<file path="src/sv/block_completion_tracker_assert.svh">
// ----------------------------------------------------------------------------
// Block completion tracker assertion macros
// Implication checks on clk, disabled while arst_n is low.
// ----------------------------------------------------------------------------
`ifndef BLOCK_COMPLETION_TRACKER_ASSERT_SVH
`define BLOCK_COMPLETION_TRACKER_ASSERT_SVH

// Same-cycle implication
`define BCT_ASSERT_IMP(label, ante, cons, msg) \
	label: assert property (@(posedge clk) disable iff (!arst_n) (ante) |-> (cons)) \
		else $error(msg);

// Next-cycle implication
`define BCT_ASSERT_NXT(label, ante, cons, msg) \
	label: assert property (@(posedge clk) disable iff (!arst_n) (ante) |=> (cons)) \
		else $error(msg);

`endif

</file>
<file path="src/sv/bct_pkg.sv">
// ----------------------------------------------------------------------------
// Block completion tracker package
// Shared widths, word types, controller states and the first-zero search.
// ----------------------------------------------------------------------------
package bct_pkg;

	// Field widths
	localparam int IDX_W  = 10;
	localparam int CNT_W  = 11;
	localparam int WORD_W = 32;
	localparam int BIT_W  = 5;
	localparam int ROW_W  = IDX_W - BIT_W;
	localparam int POS_W  = BIT_W + 1;

	// Register port
	localparam int DATA_W  = 32;
	localparam int PADDR_W = 3;
	localparam logic REG_BLK_COUNT = 1'b0;

	// Parameter defaults
	localparam int MAX_BLOCKS_DEF = 1024;
	localparam int RANGE_SPAN_DEF = 8;

	// Operation codes
	localparam logic OP_MARK = 1'b0;
	localparam logic OP_TEST = 1'b1;

	typedef struct packed {
		logic             op;
		logic [IDX_W-1:0] block_index;
	} item_t;

	typedef struct packed {
		logic             present;
		logic             index_error;
		logic             range_valid;
		logic [CNT_W-1:0] range_start;
		logic [CNT_W-1:0] range_end;
	} result_t;

	typedef enum logic [1:0] {
		ST_IDLE,
		ST_LOOK,
		ST_SCAN,
		ST_RESP
	} state_t;

	// Position of the lowest zero bit at or above start; WORD_W if none
	function automatic logic [POS_W-1:0] first_zero(input logic [WORD_W-1:0] bits,
		input logic [BIT_W-1:0] start);
		logic [WORD_W-1:0] open_bits;
		logic [POS_W-1:0]  pos;
		open_bits = ~bits & ({WORD_W{1'b1}} << start);
		pos = POS_W'(WORD_W);
		for (int i = WORD_W - 1; i >= 0; i--) begin
			if (open_bits[i]) begin
				pos = POS_W'(i);
			end
		end
		return pos;
	endfunction

endpackage

</file>
<file path="src/sv/block_completion_tracker.sv">
// ----------------------------------------------------------------------------
// Block completion tracker
// Presence bitmap of received blocks with a pointer to the first missing one.
// ----------------------------------------------------------------------------
// Usage: write the block count over the APB port while the block is idle. Each
// word on the item channel (valid/ready) marks (op 0) or tests (op 1) one block
// and yields exactly one word on the result channel: the presence bit, an index
// error flag, and the next fetch range starting at the first missing block.
// An item goes through the look-up state, where the word read on acceptance
// is updated and, for a mark, written back, then the response state, which
// loads the result register; an index error goes straight to the response.
// When a mark moves the pointer, the scan state may first read further words.
// The scan covers 32 blocks per cycle, one read of the bitmap memory each. The
// next item is taken in the cycle after the previous result is loaded.
// The result register holds a finished word while the receiver stalls; the
// next item is accepted meanwhile and its result waits until the register
// empties.
// Reset clears the pointer, the block count and the per-row valid flags, so
// the whole bitmap reads as empty at once; no clearing pass is needed.
// ----------------------------------------------------------------------------
`include "block_completion_tracker_assert.svh"

module block_completion_tracker #(
	parameter int MAX_BLOCKS = bct_pkg::MAX_BLOCKS_DEF,
	parameter int RANGE_SPAN = bct_pkg::RANGE_SPAN_DEF
) (
	input  logic                        clk,
	input  logic                        arst_n,
	input  logic                        psel,
	input  logic                        penable,
	input  logic                        pwrite,
	input  logic [bct_pkg::PADDR_W-1:0] paddr,
	input  logic [bct_pkg::DATA_W-1:0]  pwdata,
	output logic [bct_pkg::DATA_W-1:0]  prdata,
	output logic                        pready,
	input  logic                        item_valid,
	output logic                        item_ready,
	input  bct_pkg::item_t              item,
	output logic                        result_valid,
	input  logic                        result_ready,
	output bct_pkg::result_t            result
);

	logic [bct_pkg::CNT_W-1:0] count;

	// Configuration register
	bct_cfg #(
		.MAX_BLOCKS (MAX_BLOCKS)
	) u_cfg (
		.clk     (clk),
		.arst_n  (arst_n),
		.psel    (psel),
		.penable (penable),
		.pwrite  (pwrite),
		.paddr   (paddr),
		.pwdata  (pwdata),
		.prdata  (prdata),
		.pready  (pready),
		.count   (count)
	);

	// Bitmap and pointer engine
	bct_engine #(
		.MAX_BLOCKS (MAX_BLOCKS),
		.RANGE_SPAN (RANGE_SPAN)
	) u_engine (
		.clk          (clk),
		.arst_n       (arst_n),
		.count        (count),
		.item_valid   (item_valid),
		.item_ready   (item_ready),
		.item         (item),
		.result_valid (result_valid),
		.result_ready (result_ready),
		.result       (result)
	);

	// Checks
	`BCT_ASSERT_NXT(a_busy_after_accept, item_valid && item_ready, !item_ready,
		"item accepted while previous item still in work")
	`BCT_ASSERT_IMP(a_err_not_present, result_valid && result.index_error, !result.present,
		"index error reported with presence bit set")
	`BCT_ASSERT_IMP(a_range_order, result_valid && result.range_valid,
		result.range_start <= result.range_end, "fetch range ends before it starts")
	`BCT_ASSERT_IMP(a_range_empty, result_valid && !result.range_valid,
		result.range_end == result.range_start, "invalid range with differing bounds")

endmodule

</file>
<file path="src/sv/bct_ram.sv">
// ----------------------------------------------------------------------------
// Generic RAM
// One write port, one read port with registered read data.
// ----------------------------------------------------------------------------
module bct_ram #(
	parameter int WIDTH = 32,
	parameter int DEPTH = 32
) (
	input  logic                                   clk,
	input  logic                                   we,
	input  logic [(DEPTH > 1 ? $clog2(DEPTH) : 1)-1:0] waddr,
	input  logic [WIDTH-1:0]                       wdata,
	input  logic                                   re,
	input  logic [(DEPTH > 1 ? $clog2(DEPTH) : 1)-1:0] raddr,
	output logic [WIDTH-1:0]                       rdata
);

	logic [WIDTH-1:0] mem [DEPTH];

	// Write and registered read
	always_ff @(posedge clk) begin
		if (we) begin
			mem[waddr] <= wdata;
		end
		if (re) begin
			rdata <= mem[raddr];
		end
	end

endmodule

</file>
<file path="src/sv/bct_cfg.sv">
// ----------------------------------------------------------------------------
// Block completion tracker register port
// Holds the block count and presents it clipped to MAX_BLOCKS (at most 2047).
// ----------------------------------------------------------------------------
module bct_cfg #(
	parameter int MAX_BLOCKS = bct_pkg::MAX_BLOCKS_DEF
) (
	input  logic                         clk,
	input  logic                         arst_n,
	input  logic                         psel,
	input  logic                         penable,
	input  logic                         pwrite,
	input  logic [bct_pkg::PADDR_W-1:0]  paddr,
	input  logic [bct_pkg::DATA_W-1:0]   pwdata,
	output logic [bct_pkg::DATA_W-1:0]   prdata,
	output logic                         pready,
	output logic [bct_pkg::CNT_W-1:0]    count
);

	localparam int CNT_TOP = (1 << bct_pkg::CNT_W) - 1;
	localparam int CAP = (MAX_BLOCKS > CNT_TOP) ? CNT_TOP : MAX_BLOCKS;

	logic [bct_pkg::CNT_W-1:0] blk_count_q;
	logic                      hit;

	assign hit    = (paddr[bct_pkg::PADDR_W-1] == bct_pkg::REG_BLK_COUNT);
	assign pready = 1'b1;

	// Capture the register on the access phase
	always_ff @(posedge clk or negedge arst_n) begin
		if (!arst_n) begin
			blk_count_q <= '0;
		end else if (psel && penable && pwrite && pready && hit) begin
			blk_count_q <= pwdata[bct_pkg::CNT_W-1:0];
		end
	end

	// Read back
	always_comb begin
		unique case (paddr[bct_pkg::PADDR_W-1])
			bct_pkg::REG_BLK_COUNT: prdata = bct_pkg::DATA_W'(blk_count_q);
			default:                prdata = '0;
		endcase
	end

	// Clip the count to MAX_BLOCKS and to the count width
	assign count = (blk_count_q > bct_pkg::CNT_W'(CAP)) ? bct_pkg::CNT_W'(CAP) : blk_count_q;

endmodule

</file>
<file path="src/sv/bct_engine.sv">
// ----------------------------------------------------------------------------
// Block completion tracker engine
// Read-modify-write of the bitmap words and the word-wise pointer scan.
// ----------------------------------------------------------------------------
module bct_engine #(
	parameter int MAX_BLOCKS = bct_pkg::MAX_BLOCKS_DEF,
	parameter int RANGE_SPAN = bct_pkg::RANGE_SPAN_DEF
) (
	input  logic                      clk,
	input  logic                      arst_n,
	input  logic [bct_pkg::CNT_W-1:0] count,
	input  logic                      item_valid,
	output logic                      item_ready,
	input  bct_pkg::item_t            item,
	output logic                      result_valid,
	input  logic                      result_ready,
	output bct_pkg::result_t          result
);

	localparam int IDX_SPAN = 1 << bct_pkg::IDX_W;
	localparam int DEPTH    = (MAX_BLOCKS < IDX_SPAN) ? MAX_BLOCKS : IDX_SPAN;
	localparam int ROWS     = (DEPTH + bct_pkg::WORD_W - 1) / bct_pkg::WORD_W;
	localparam int RAW      = (ROWS > 1) ? $clog2(ROWS) : 1;
	localparam int ROW_END  = ROWS * bct_pkg::WORD_W;

	bct_pkg::state_t                 state_q, state_d;
	logic [bct_pkg::CNT_W-1:0]       ptr_q, ptr_d;
	logic [bct_pkg::ROW_W-1:0]       rd_row_q, rd_row_d;
	logic [ROWS-1:0]                 row_vld_q;
	logic                            op_q;
	logic [bct_pkg::IDX_W-1:0]       idx_q;
	logic                            err_q;
	logic                            present_q, present_d;
	logic                            rsp_valid_q;
	bct_pkg::result_t                rsp_q;

	logic                            accept, item_err, rsp_load;
	logic                            ram_we, ram_re;
	logic [RAW-1:0]                  ram_raddr;
	logic [bct_pkg::WORD_W-1:0]      ram_rdata, rd_word, new_word, srch_word;
	logic [bct_pkg::BIT_W-1:0]       srch_start;
	logic [bct_pkg::POS_W-1:0]       pos;
	logic [bct_pkg::CNT_W-1:0]       cand, cand_clip;
	logic [bct_pkg::ROW_W-1:0]       cand_row;
	logic                            stop;
	logic                            rng_valid;
	logic [bct_pkg::CNT_W:0]         span_sum;
	logic [bct_pkg::CNT_W-1:0]       last_blk, rng_end;

	// Bitmap words, one row per WORD_W blocks
	bct_ram #(
		.WIDTH (bct_pkg::WORD_W),
		.DEPTH (ROWS)
	) u_bitmap (
		.clk   (clk),
		.we    (ram_we),
		.waddr (rd_row_q[RAW-1:0]),
		.wdata (new_word),
		.re    (ram_re),
		.raddr (ram_raddr),
		.rdata (ram_rdata)
	);

	assign item_ready = (state_q == bct_pkg::ST_IDLE);
	assign accept     = item_valid && item_ready;
	assign item_err   = ({1'b0, item.block_index} >= count);

	// A row never written reads as all zero
	assign rd_word  = row_vld_q[rd_row_q[RAW-1:0]] ? ram_rdata : '0;
	assign new_word = (op_q == bct_pkg::OP_MARK)
		? (rd_word | (bct_pkg::WORD_W'(1) << idx_q[bct_pkg::BIT_W-1:0])) : rd_word;

	// Search for the first missing block from the pointer position
	assign srch_word  = (state_q == bct_pkg::ST_LOOK) ? new_word : rd_word;
	assign srch_start = (state_q == bct_pkg::ST_LOOK) ? idx_q[bct_pkg::BIT_W-1:0]
		: ptr_q[bct_pkg::BIT_W-1:0];
	assign pos       = bct_pkg::first_zero(srch_word, srch_start);
	assign cand      = bct_pkg::CNT_W'({rd_row_q, {bct_pkg::BIT_W{1'b0}}})
		+ bct_pkg::CNT_W'(pos);
	assign cand_clip = (cand > count) ? count : cand;
	assign cand_row  = cand[bct_pkg::IDX_W-1:bct_pkg::BIT_W];
	assign stop      = !pos[bct_pkg::POS_W-1] || (cand >= count)
		|| (cand >= bct_pkg::CNT_W'(ROW_END));

	// Next fetch range from the current pointer
	assign rng_valid = (ptr_q < count);
	assign span_sum  = {1'b0, ptr_q} + (bct_pkg::CNT_W + 1)'(RANGE_SPAN);
	assign last_blk  = count - bct_pkg::CNT_W'(1);
	assign rng_end   = !rng_valid ? ptr_q
		: ((span_sum > {1'b0, last_blk}) ? last_blk : span_sum[bct_pkg::CNT_W-1:0]);

	// Sequence one item: look up, scan if the pointer moves, respond
	always_comb begin
		state_d   = state_q;
		ptr_d     = ptr_q;
		rd_row_d  = rd_row_q;
		present_d = present_q;
		ram_re    = 1'b0;
		ram_we    = 1'b0;
		ram_raddr = item.block_index[bct_pkg::IDX_W-1:bct_pkg::BIT_W];
		rsp_load  = 1'b0;
		unique case (state_q)
			bct_pkg::ST_IDLE: begin
				if (accept) begin
					if (item_err) begin
						present_d = 1'b0;
						state_d   = bct_pkg::ST_RESP;
					end else begin
						ram_re   = 1'b1;
						rd_row_d = item.block_index[bct_pkg::IDX_W-1:bct_pkg::BIT_W];
						state_d  = bct_pkg::ST_LOOK;
					end
				end
			end
			bct_pkg::ST_LOOK: begin
				ram_we    = (op_q == bct_pkg::OP_MARK);
				present_d = new_word[idx_q[bct_pkg::BIT_W-1:0]];
				if ((op_q == bct_pkg::OP_MARK) && (ptr_q == {1'b0, idx_q})) begin
					ptr_d = cand_clip;
					if (stop) begin
						state_d = bct_pkg::ST_RESP;
					end else begin
						ram_re    = 1'b1;
						ram_raddr = cand_row[RAW-1:0];
						rd_row_d  = cand_row;
						state_d   = bct_pkg::ST_SCAN;
					end
				end else begin
					state_d = bct_pkg::ST_RESP;
				end
			end
			bct_pkg::ST_SCAN: begin
				ptr_d = cand_clip;
				if (stop) begin
					state_d = bct_pkg::ST_RESP;
				end else begin
					ram_re    = 1'b1;
					ram_raddr = cand_row[RAW-1:0];
					rd_row_d  = cand_row;
				end
			end
			bct_pkg::ST_RESP: begin
				if (!rsp_valid_q || result_ready) begin
					rsp_load = 1'b1;
					state_d  = bct_pkg::ST_IDLE;
				end
			end
			default: state_d = bct_pkg::ST_IDLE;
		endcase
	end

	// Control state
	always_ff @(posedge clk or negedge arst_n) begin
		if (!arst_n) begin
			state_q     <= bct_pkg::ST_IDLE;
			ptr_q       <= '0;
			row_vld_q   <= '0;
			rsp_valid_q <= 1'b0;
		end else begin
			state_q <= state_d;
			ptr_q   <= ptr_d;
			if (ram_we) begin
				row_vld_q[rd_row_q[RAW-1:0]] <= 1'b1;
			end
			if (rsp_load) begin
				rsp_valid_q <= 1'b1;
			end else if (result_ready) begin
				rsp_valid_q <= 1'b0;
			end
		end
	end

	// Item and result words
	always_ff @(posedge clk) begin
		rd_row_q  <= rd_row_d;
		present_q <= present_d;
		if (accept) begin
			op_q  <= item.op;
			idx_q <= item.block_index;
			err_q <= item_err;
		end
		if (rsp_load) begin
			rsp_q.present     <= present_q;
			rsp_q.index_error <= err_q;
			rsp_q.range_valid <= rng_valid;
			rsp_q.range_start <= ptr_q;
			rsp_q.range_end   <= rng_end;
		end
	end

	assign result_valid = rsp_valid_q;
	assign result       = rsp_q;

endmodule
</file>
<file path="config.mk">
export PLATFORM = sky130hd
export DESIGN_NAME = block_completion_tracker
export DESIGN_NICKNAME = d
export VERILOG_FILES = /design/src/sv/bct_pkg.sv /design/src/sv/block_completion_tracker.sv /design/src/sv/bct_ram.sv /design/src/sv/bct_cfg.sv /design/src/sv/bct_engine.sv
export VERILOG_INCLUDE_DIRS = /design/src /design/src/sv
export SDC_FILE = /design/constraint.sdc
export NUM_CORES = 2
export LEC_CHECK = 0
export BUFFER_PORTS_ARGS = -buffer_cell sky130_fd_sc_hd__clkbuf_2
export CORE_UTILIZATION = 47
export CTS_BUF_LIST = sky130_fd_sc_hd__clkbuf_8
export CTS_CLUSTER_DIAMETER = 80
export DETAILED_ROUTE_END_ITERATION = 10
export GPL_TIMING_DRIVEN = 1
export PLACE_DENSITY = 0.6
export SETUP_SLACK_MARGIN = 0.15
export SLEW_MARGIN = 20
export SYNTH_ARGS = -nofsm -noshare
export SYNTH_HDL_FRONTEND = slang
export SYNTH_SLANG_ARGS = --single-unit
</file>
<file path="constraint.sdc">
create_clock -name clk -period 7.1 [get_ports clk]
set_input_delay 1.42 -clock clk [delete_from_list [all_inputs] [get_ports clk]]
set_output_delay 1.42 -clock clk [all_outputs]
set_load 0.01 [all_outputs]
</file>
Word-level counts from Yosys, hierarchy flattened
Memory sizes are Yosys's and may differ from the RTL's. A register that Yosys moved wholly into a read port is not among the register bits. Cells that the tools add are included.

Register bits: 100. RAM bits: 1024. Bits of input ports: 53. Output and inout port bits: 60. Logic and storage cells: 146. Memories: 1.

Memory list: u_engine.u_bitmap.mem (words 32, bits a word 32, rd ports 1, clocked after Yosys merged registers in 1, wr ports 1, line bct_ram.sv:18) `logic [WIDTH-1:0] mem [DEPTH];`.

$add $sub $neg: 3. Order comparisons: 10. Equal/unequal tests: 10. Shifts and indexed selects: 2. Muxes and demuxes: 79. Bitwise gates (word level): 6. Reductions and logical operators: 20.

Operators with widths (number): two-way mux 6 bit (32); two-way mux 32 bit (3); two-way mux 11 bit (6); bitwise OR 32 bit (2); two-way mux 5 bit (7); AND 32 bit (1); NOT 32 bit (1); << shifter 1 x 5 -> 32 bit, first input constant (1); << shifter 32 x 5 -> 32 bit, first input constant (1); case mux 11 bit (2 select lines) (1); two-way mux 1 bit (18); case mux 5 bit (3 select lines) (1); adder 11 x 4 -> 12 bit, second input constant (1); greater-than comparator 12 x 11 -> 1 bit (1); less-than comparator 5 x 6 -> 1 bit, second input constant (2); adder 10 x 6 -> 11 bit (1); == test 11 x 10 -> 1 bit (1); >= comparator 10 x 11 -> 1 bit (1); >= comparator 11 bit (1); >= comparator 11 bit, second input constant (1); greater-than comparator 11 bit (1); greater-than comparator 11 bit, second input constant (1); less-than comparator 11 bit (1); subtractor 11 x 1 -> 11 bit, second input constant (1); other kinds (22) (43).

Depth between registers and ports, before layout
Word-level depth: 47. Mapped depth: 32. Depth with buffers taken out: 26.

Modules after synthesis
A second synthesis with hierarchy kept.

Cell total of the unflattened synthesis: 3226. Area total of the unflattened synthesis: 49556.3 um^2.

Modules (own cells, without submodules): bct_ram (times used 1, cells each 2260, area an instance 40805.4 um^2, sequential area each 31710.4 um^2); bct_engine (times used 1, cells each 894, area an instance 7962.6 um^2, sequential area each 2442.3 um^2); bct_cfg (times used 1, cells each 72, area an instance 788.3 um^2, sequential area each 275.3 um^2).

Worst setup path after synthesis
Ideal clock, no wire load.

Path type: register -> register. Start point: register u_engine.rd_row_q[3] (netlist name). End point: register u_engine.u_bitmap.rdata[0] (read register of u_engine.u_bitmap.mem) (enable). Library setup time: 0.421 ns. Data arrival time: 5.518 ns. Required time: 6.679 ns. Setup slack: 1.161 ns. Stages on the path, launching flop included: 25. Buffers on the path: 4. Period minus slack after synthesis: 5.939 ns. Cells stage by stage: edfxtp_1 buf_6 or3b_4 nor3b_2 nor3_2 nand4b_1 or2_1 buf_6 buf_2 clkbuf_1 a21o_1 and2_1 nand3_1 or3_1 o22ai_1 nor2_1 ha_1 nor2b_1 o21bai_1 a221oi_1 o21ai_2 and4_1 nand2_1 a2bb2oi_1 nor2_1.

Cells in the longest elaborated chain, start to end: 47. Elaborated cells between the ends (all ways): 52. Those cells by class: add/sub (1); order compare (2); mux (43); bitwise (3); reduce/logical (3).

Ends and longest elaborated chain: start: declaration (line bct_engine.sv:28) `logic [bct_pkg::ROW_W-1:0] rd_row_q, rd_row_d;`; start signal: assignment (line bct_engine.sv:175) `rd_row_q <= rd_row_d;`; binary-select mux 1 bit (select 5 bit) (line bct_engine.sv:69) `assign rd_word = row_vld_q[rd_row_q[RAW-1:0]] ? ram_rdata : '0;`; two-way mux 1 bit (implied by the code) (line bct_engine.sv:69); two-way mux 32 bit (line bct_engine.sv:69); bitwise OR 32 bit (line bct_engine.sv:71) `? (rd_word | (bct_pkg::WORD_W'(1) << idx_q[bct_pkg::BIT_W-1:0])) : rd_word;`; two-way mux 32 bit (line bct_engine.sv:71); two-way mux 32 bit (line bct_engine.sv:74) `assign srch_word = (state_q == bct_pkg::ST_LOOK) ? new_word : rd_word;`; NOT 32 bit (line bct_pkg.sv:53) `open_bits = ~bits & ({WORD_W{1'b1}} << start);`; AND 32 bit (line bct_pkg.sv:53); two-way mux 6 bit (32 in series) (line bct_pkg.sv:56) `if (open_bits[i]) begin`; adder 10 x 6 -> 11 bit (line bct_engine.sv:79) `+ bct_pkg::CNT_W'(pos);`; >= comparator 11 bit (line bct_engine.sv:82) `assign stop = !pos[bct_pkg::POS_W-1] || (cand >= count)`; logical OR 1 bit (line bct_engine.sv:82); logical OR 1 bit * (line bct_engine.sv:83) `|| (cand >= bct_pkg::CNT_W'(ROW_END));`; two-way mux 1 bit * (line bct_engine.sv:120, bct_engine.sv:134); two-way mux 1 bit (line bct_engine.sv:118) `if ((op_q == bct_pkg::OP_MARK) && (ptr_q == {1'b0, idx_q})) begin`; case mux 1 bit (3 select lines) * (line bct_engine.sv:102) `unique case (state_q)`; via u_engine.ram_re (line bct_engine.sv:38) `logic ram_we, ram_re;`; end: declaration (line bct_ram.sv:15) `output logic [WIDTH-1:0] rdata`.

Mark *: on every way through the listed nets, which the timed path passes. The rest lies on a longest branch. The select of a mux whose other input is x is not followed. A chain may end at the register's enable or synchronous reset.

Worst setup path in the final report
Start point: register u_engine.rd_row_q[1] (netlist name). End point: register u_engine.u_bitmap.rdata[9] (read register of u_engine.u_bitmap.mem), data pin.

Cells in the longest elaborated chain, start to end: 47. Elaborated cells between the ends (all ways): 52. Those cells by class: add/sub (1); order compare (2); mux (43); bitwise (3); reduce/logical (3).

Ends and longest elaborated chain (line): binary-select mux 1 bit (select 5 bit) (bct_engine.sv:69); two-way mux 1 bit (implied by the code) (bct_engine.sv:69); two-way mux 32 bit (bct_engine.sv:69); bitwise OR 32 bit (bct_engine.sv:71); two-way mux 32 bit (bct_engine.sv:71); two-way mux 32 bit (bct_engine.sv:74); NOT 32 bit (bct_pkg.sv:53); AND 32 bit (bct_pkg.sv:53); two-way mux 6 bit (32 in series) (bct_pkg.sv:56); adder 10 x 6 -> 11 bit (bct_engine.sv:79); >= comparator 11 bit (bct_engine.sv:82); logical OR 1 bit (bct_engine.sv:82); logical OR 1 bit (bct_engine.sv:83); two-way mux 1 bit / two-way mux 5 bit (equally long branches) (bct_engine.sv:120, bct_engine.sv:134); two-way mux 1 bit / two-way mux 5 bit (equally long branches) (bct_engine.sv:118); case mux 1 bit (3 select lines) / case mux 5 bit (2 select lines) (equally long branches) (bct_engine.sv:102).

Parallel ways exist; a longest one is shown, timed or not. The select of a mux whose other input is x is not followed.

==> qor.csv <==
metric;value;unit
synth_area_per_cell;16.4;sq um
p_seq_share;35.6;%
synth_commonest_cells;1099 x edfxtp_1, 292 x nand3_1, 151 x mux2i_1;
die_w;325;microns
initial_core_util;47.4;%
rsz0062_at_grt;false;
crit_path_end;u_engine.u_bitmap.rdata[9]$_DFFE_PP_;
async_flop_share;4.93;%
antenna_found_initial;4;
power.density;455;mW/mm^2
cts-hold-fix-buffers;0;
dieArea;0.106;sq mm
cp_max_fo;9;
power.internal;16.6;mW
tightest_slew;1.12;ns
drt-wirelength-per-cell;29.8;microns
fmaxAchievable;149;MHz
switching_power;9.67;mW
clk_pin_slew_worst_paths;0.06;ns
setup_ws;0.376;ns
gr-total-overflow;0;
fin_crit;6.72;ns
dp_hpwl;84600;microns
reg2regPathDepth;30;
timing.rr.end;u_engine.u_bitmap.rdata[9]$_DFFE_PP_;
syn_to_final_growth;17.6;%
power_frac_clock;20.1;%
p_sw_share;36.8;%
clock_sinks;1156;
crit_arrival;7.31;ns
finalSetupViolCount;0;
timing.rr.start;u_engine.rd_row_q[1]$_DFFE_PP_;
port_buffers;67;
postPlaceCellArea;0.0532;sq mm
die_y;325;microns
post-route-cell-area;0.0578;sq mm
synth_area_leaders;edfxtp_1 67%, mux4_2 6.3%, mux2i_1 3.1%;
core_area;0.104;sq mm
endpoint_kind;register;
cpMostUsedCell;buf_4;
p_total;26.3;mW
fin_crit_sh;94.7;%
holdWs;0.428;ns
syn_inst;2995;
cts_tree;yes;
htreeDepth;4;
yosys_register_bits;1156;
slew_headroom;25.1;%
pin_count;113;
routabilityCongestion;0.938;
critPathSlowestCell;mux4_2;
drtIter0Drc;3806;
drtPass1Iterations;6;
required;7.69;ns
synth_warnings;0;
grt_pass1_vias;29854;
ff2ff_setup_slack;0.38;ns
ant_nets;0;
cts_buffers;186;
placementRows;118;
p_leak;20.0;nW
pre_cts_slack;-0.143;ns
startpoint_type;register;
drc;0;
crit_start;u_engine.rd_row_q[1]$_DFFE_PP_;
finalClockSkew;0.0453;ns
syn_area;0.0492;sq mm
slew_violations;0;
p_comb_share;44.4;%
status;finished, final reports clean;
cts_buffer_depth;3;
path_class;reg2reg;
nets;3512;
grt_pass1_wl;207000;microns
yosysMostFrequentCell;edfxtp_1;
grt_use_total;27.3;%
ys_seq_area_share;70.0;%
via_per_inst;6.14;
synthFlopType;edfxtp_1;
ir_worst_vdd;0.350;mV
totalWireLength;147000;microns
via_count;30355;
yosys.area.top_type;edfxtp_1;
cap_violations;0;
grt_max_degree;58;
netlist.area_leader.share;67.1;%
holdCritPathClass;reg2reg;
clock_latency;0.86;ns
hold_violations;0;
root_buffer;clkbuf_8;
ys_types;112;
drive_above_1_share;29.3;%
cpPeakStageDelay;0.50;ns
synth_edf_count;1099;
-- critical path, delay by kind of cell (launching register included) --
kind | cells | cell delay, ns
multiplexers | 3 | 0.81
AND/OR/NAND/NOR | 7 | 1.26
adder cells (fa/ha/maj) | 1 | 0.27
flip-flops | 1 | 0.46
buffers and inverters | 9 | 1.45
AO/OA/AOI/OAI | 10 | 2.15
-- cell families after synthesis --
| kind of cell | share of synthesized area, % |
|---|---|
| simple gates | 7.94 |
| flops | 70.0 |
| xor+xnor | 0.565 |
| buf+inv | 2.92 |
| fa+ha+maj | 1.29 |
| other cells | 0.0153 |
| compound gates | 7.33 |
| mux | 9.93 |
-- worst min path at each step --
stage,start,to,slack (ns),cells past startpoint
floorplan,u_engine.err_q$_DFFE_PP_,u_engine.result[23]$_DFFE_PP_,0.40,0
finish,u_engine.err_q$_DFFE_PP_,u_engine.result[23]$_DFFE_PP_,0.43,0
CTS,u_engine.err_q$_DFFE_PP_,u_engine.result[23]$_DFFE_PP_,0.42,0
detailed placement,u_engine.err_q$_DFFE_PP_,u_engine.result[23]$_DFFE_PP_,0.41,0
global placement,u_engine.err_q$_DFFE_PP_,u_engine.result[23]$_DFFE_PP_,0.41,0
global route,u_engine.err_q$_DFFE_PP_,u_engine.result[23]$_DFFE_PP_,0.45,0
-- flip-flops by register name, summed over array words and instances, names as in the netlist, 2 cells and up --
signal                   cells
u_engine.rd_row_q            5
u_engine.idx_q              10
u_engine.ptr_q              11
u_engine.row_vld_q          32
u_engine.state_q             2
u_engine.result             25
u_cfg.blk_count_q           11
u_engine.u_bitmap.rdata     32
u_engine.u_bitmap.mem     1024
-- layout by cell type (no fill, tap or decap), drive strengths merged, types with 36 or more instances in the layout --
cell type  count
o21ai         62
dfrtp         57
buf          349
nand2         87
o22ai        139
a21oi         36
ha            48
inv          101
mux4         138
nand3        295
edfxtp      1099
or2           42
mux2i        154
nor2          96
o211ai       138
clkbuf       264
clkinv        68
-- layout make-up --
| class | count | area (sq um) |
|---|---|---|
| Fill cell | 8193 | 45800 |
| Sequential cell | 1156 | 34400 |
| Multi-Input combinational cell | 1614 | 14300 |
| Timing Repair Buffer | 424 | 3930 |
| Clock buffer | 189 | 2600 |
| Tap cell | 1380 | 1730 |
| Clock inverter | 148 | 783 |
| Inverter | 29 | 109 |
| Antenna cell | 2 | 5.00 |
-- layer usage --
layer  global-route usage, %  share of wire (%)  up-vias
met2                    43.1                 47     1471
met1                    38.2                 41    15681
met3                    4.95                8.8      258
met4                    9.80                2.9        2
met5                       0             0.0082        -
li1                        -                  -    12943
-- stage by stage --
step | TNS [ns] | std cells | util, %
after global placement | -0.902 | 4545 | 51.3
after detailed placement | -0.436 | 4546 | 51.3
final | 0 | 4942 | 55.8
after CTS | 0 | 4888 | 54.7
after floorplan | 0 | 3015 | -
after global routing | 0 | 4941 | 55.8
-- timing repair --
item / 4_1_cts / 5_1_grt
setup buffers: 4 / 41
cloned: 1 / 10
setup endpoints to repair: 32 / 32
pin swaps: 0 / 15
resized for setup: 11 / 69
-- power groups by stage --
| stage | Clock (mW) | Sequential [mW] | Combinational, mW |
|---|---|---|---|
| 6_report | 5.29 | 9.35 | 11.7 |
| 3_3_place_gp | 0 | 9.51 | 10.5 |
| 5_1_grt | 5.66 | 9.38 | 12.4 |
| 3_5_place_dp | 0 | 9.52 | 10.7 |
| 4_1_cts | 5.37 | 9.38 | 10.9 |
| 2_1_floorplan | 0 | 9.43 | 6.53 |
Note: power is estimated with default switching activity, not from simulation.
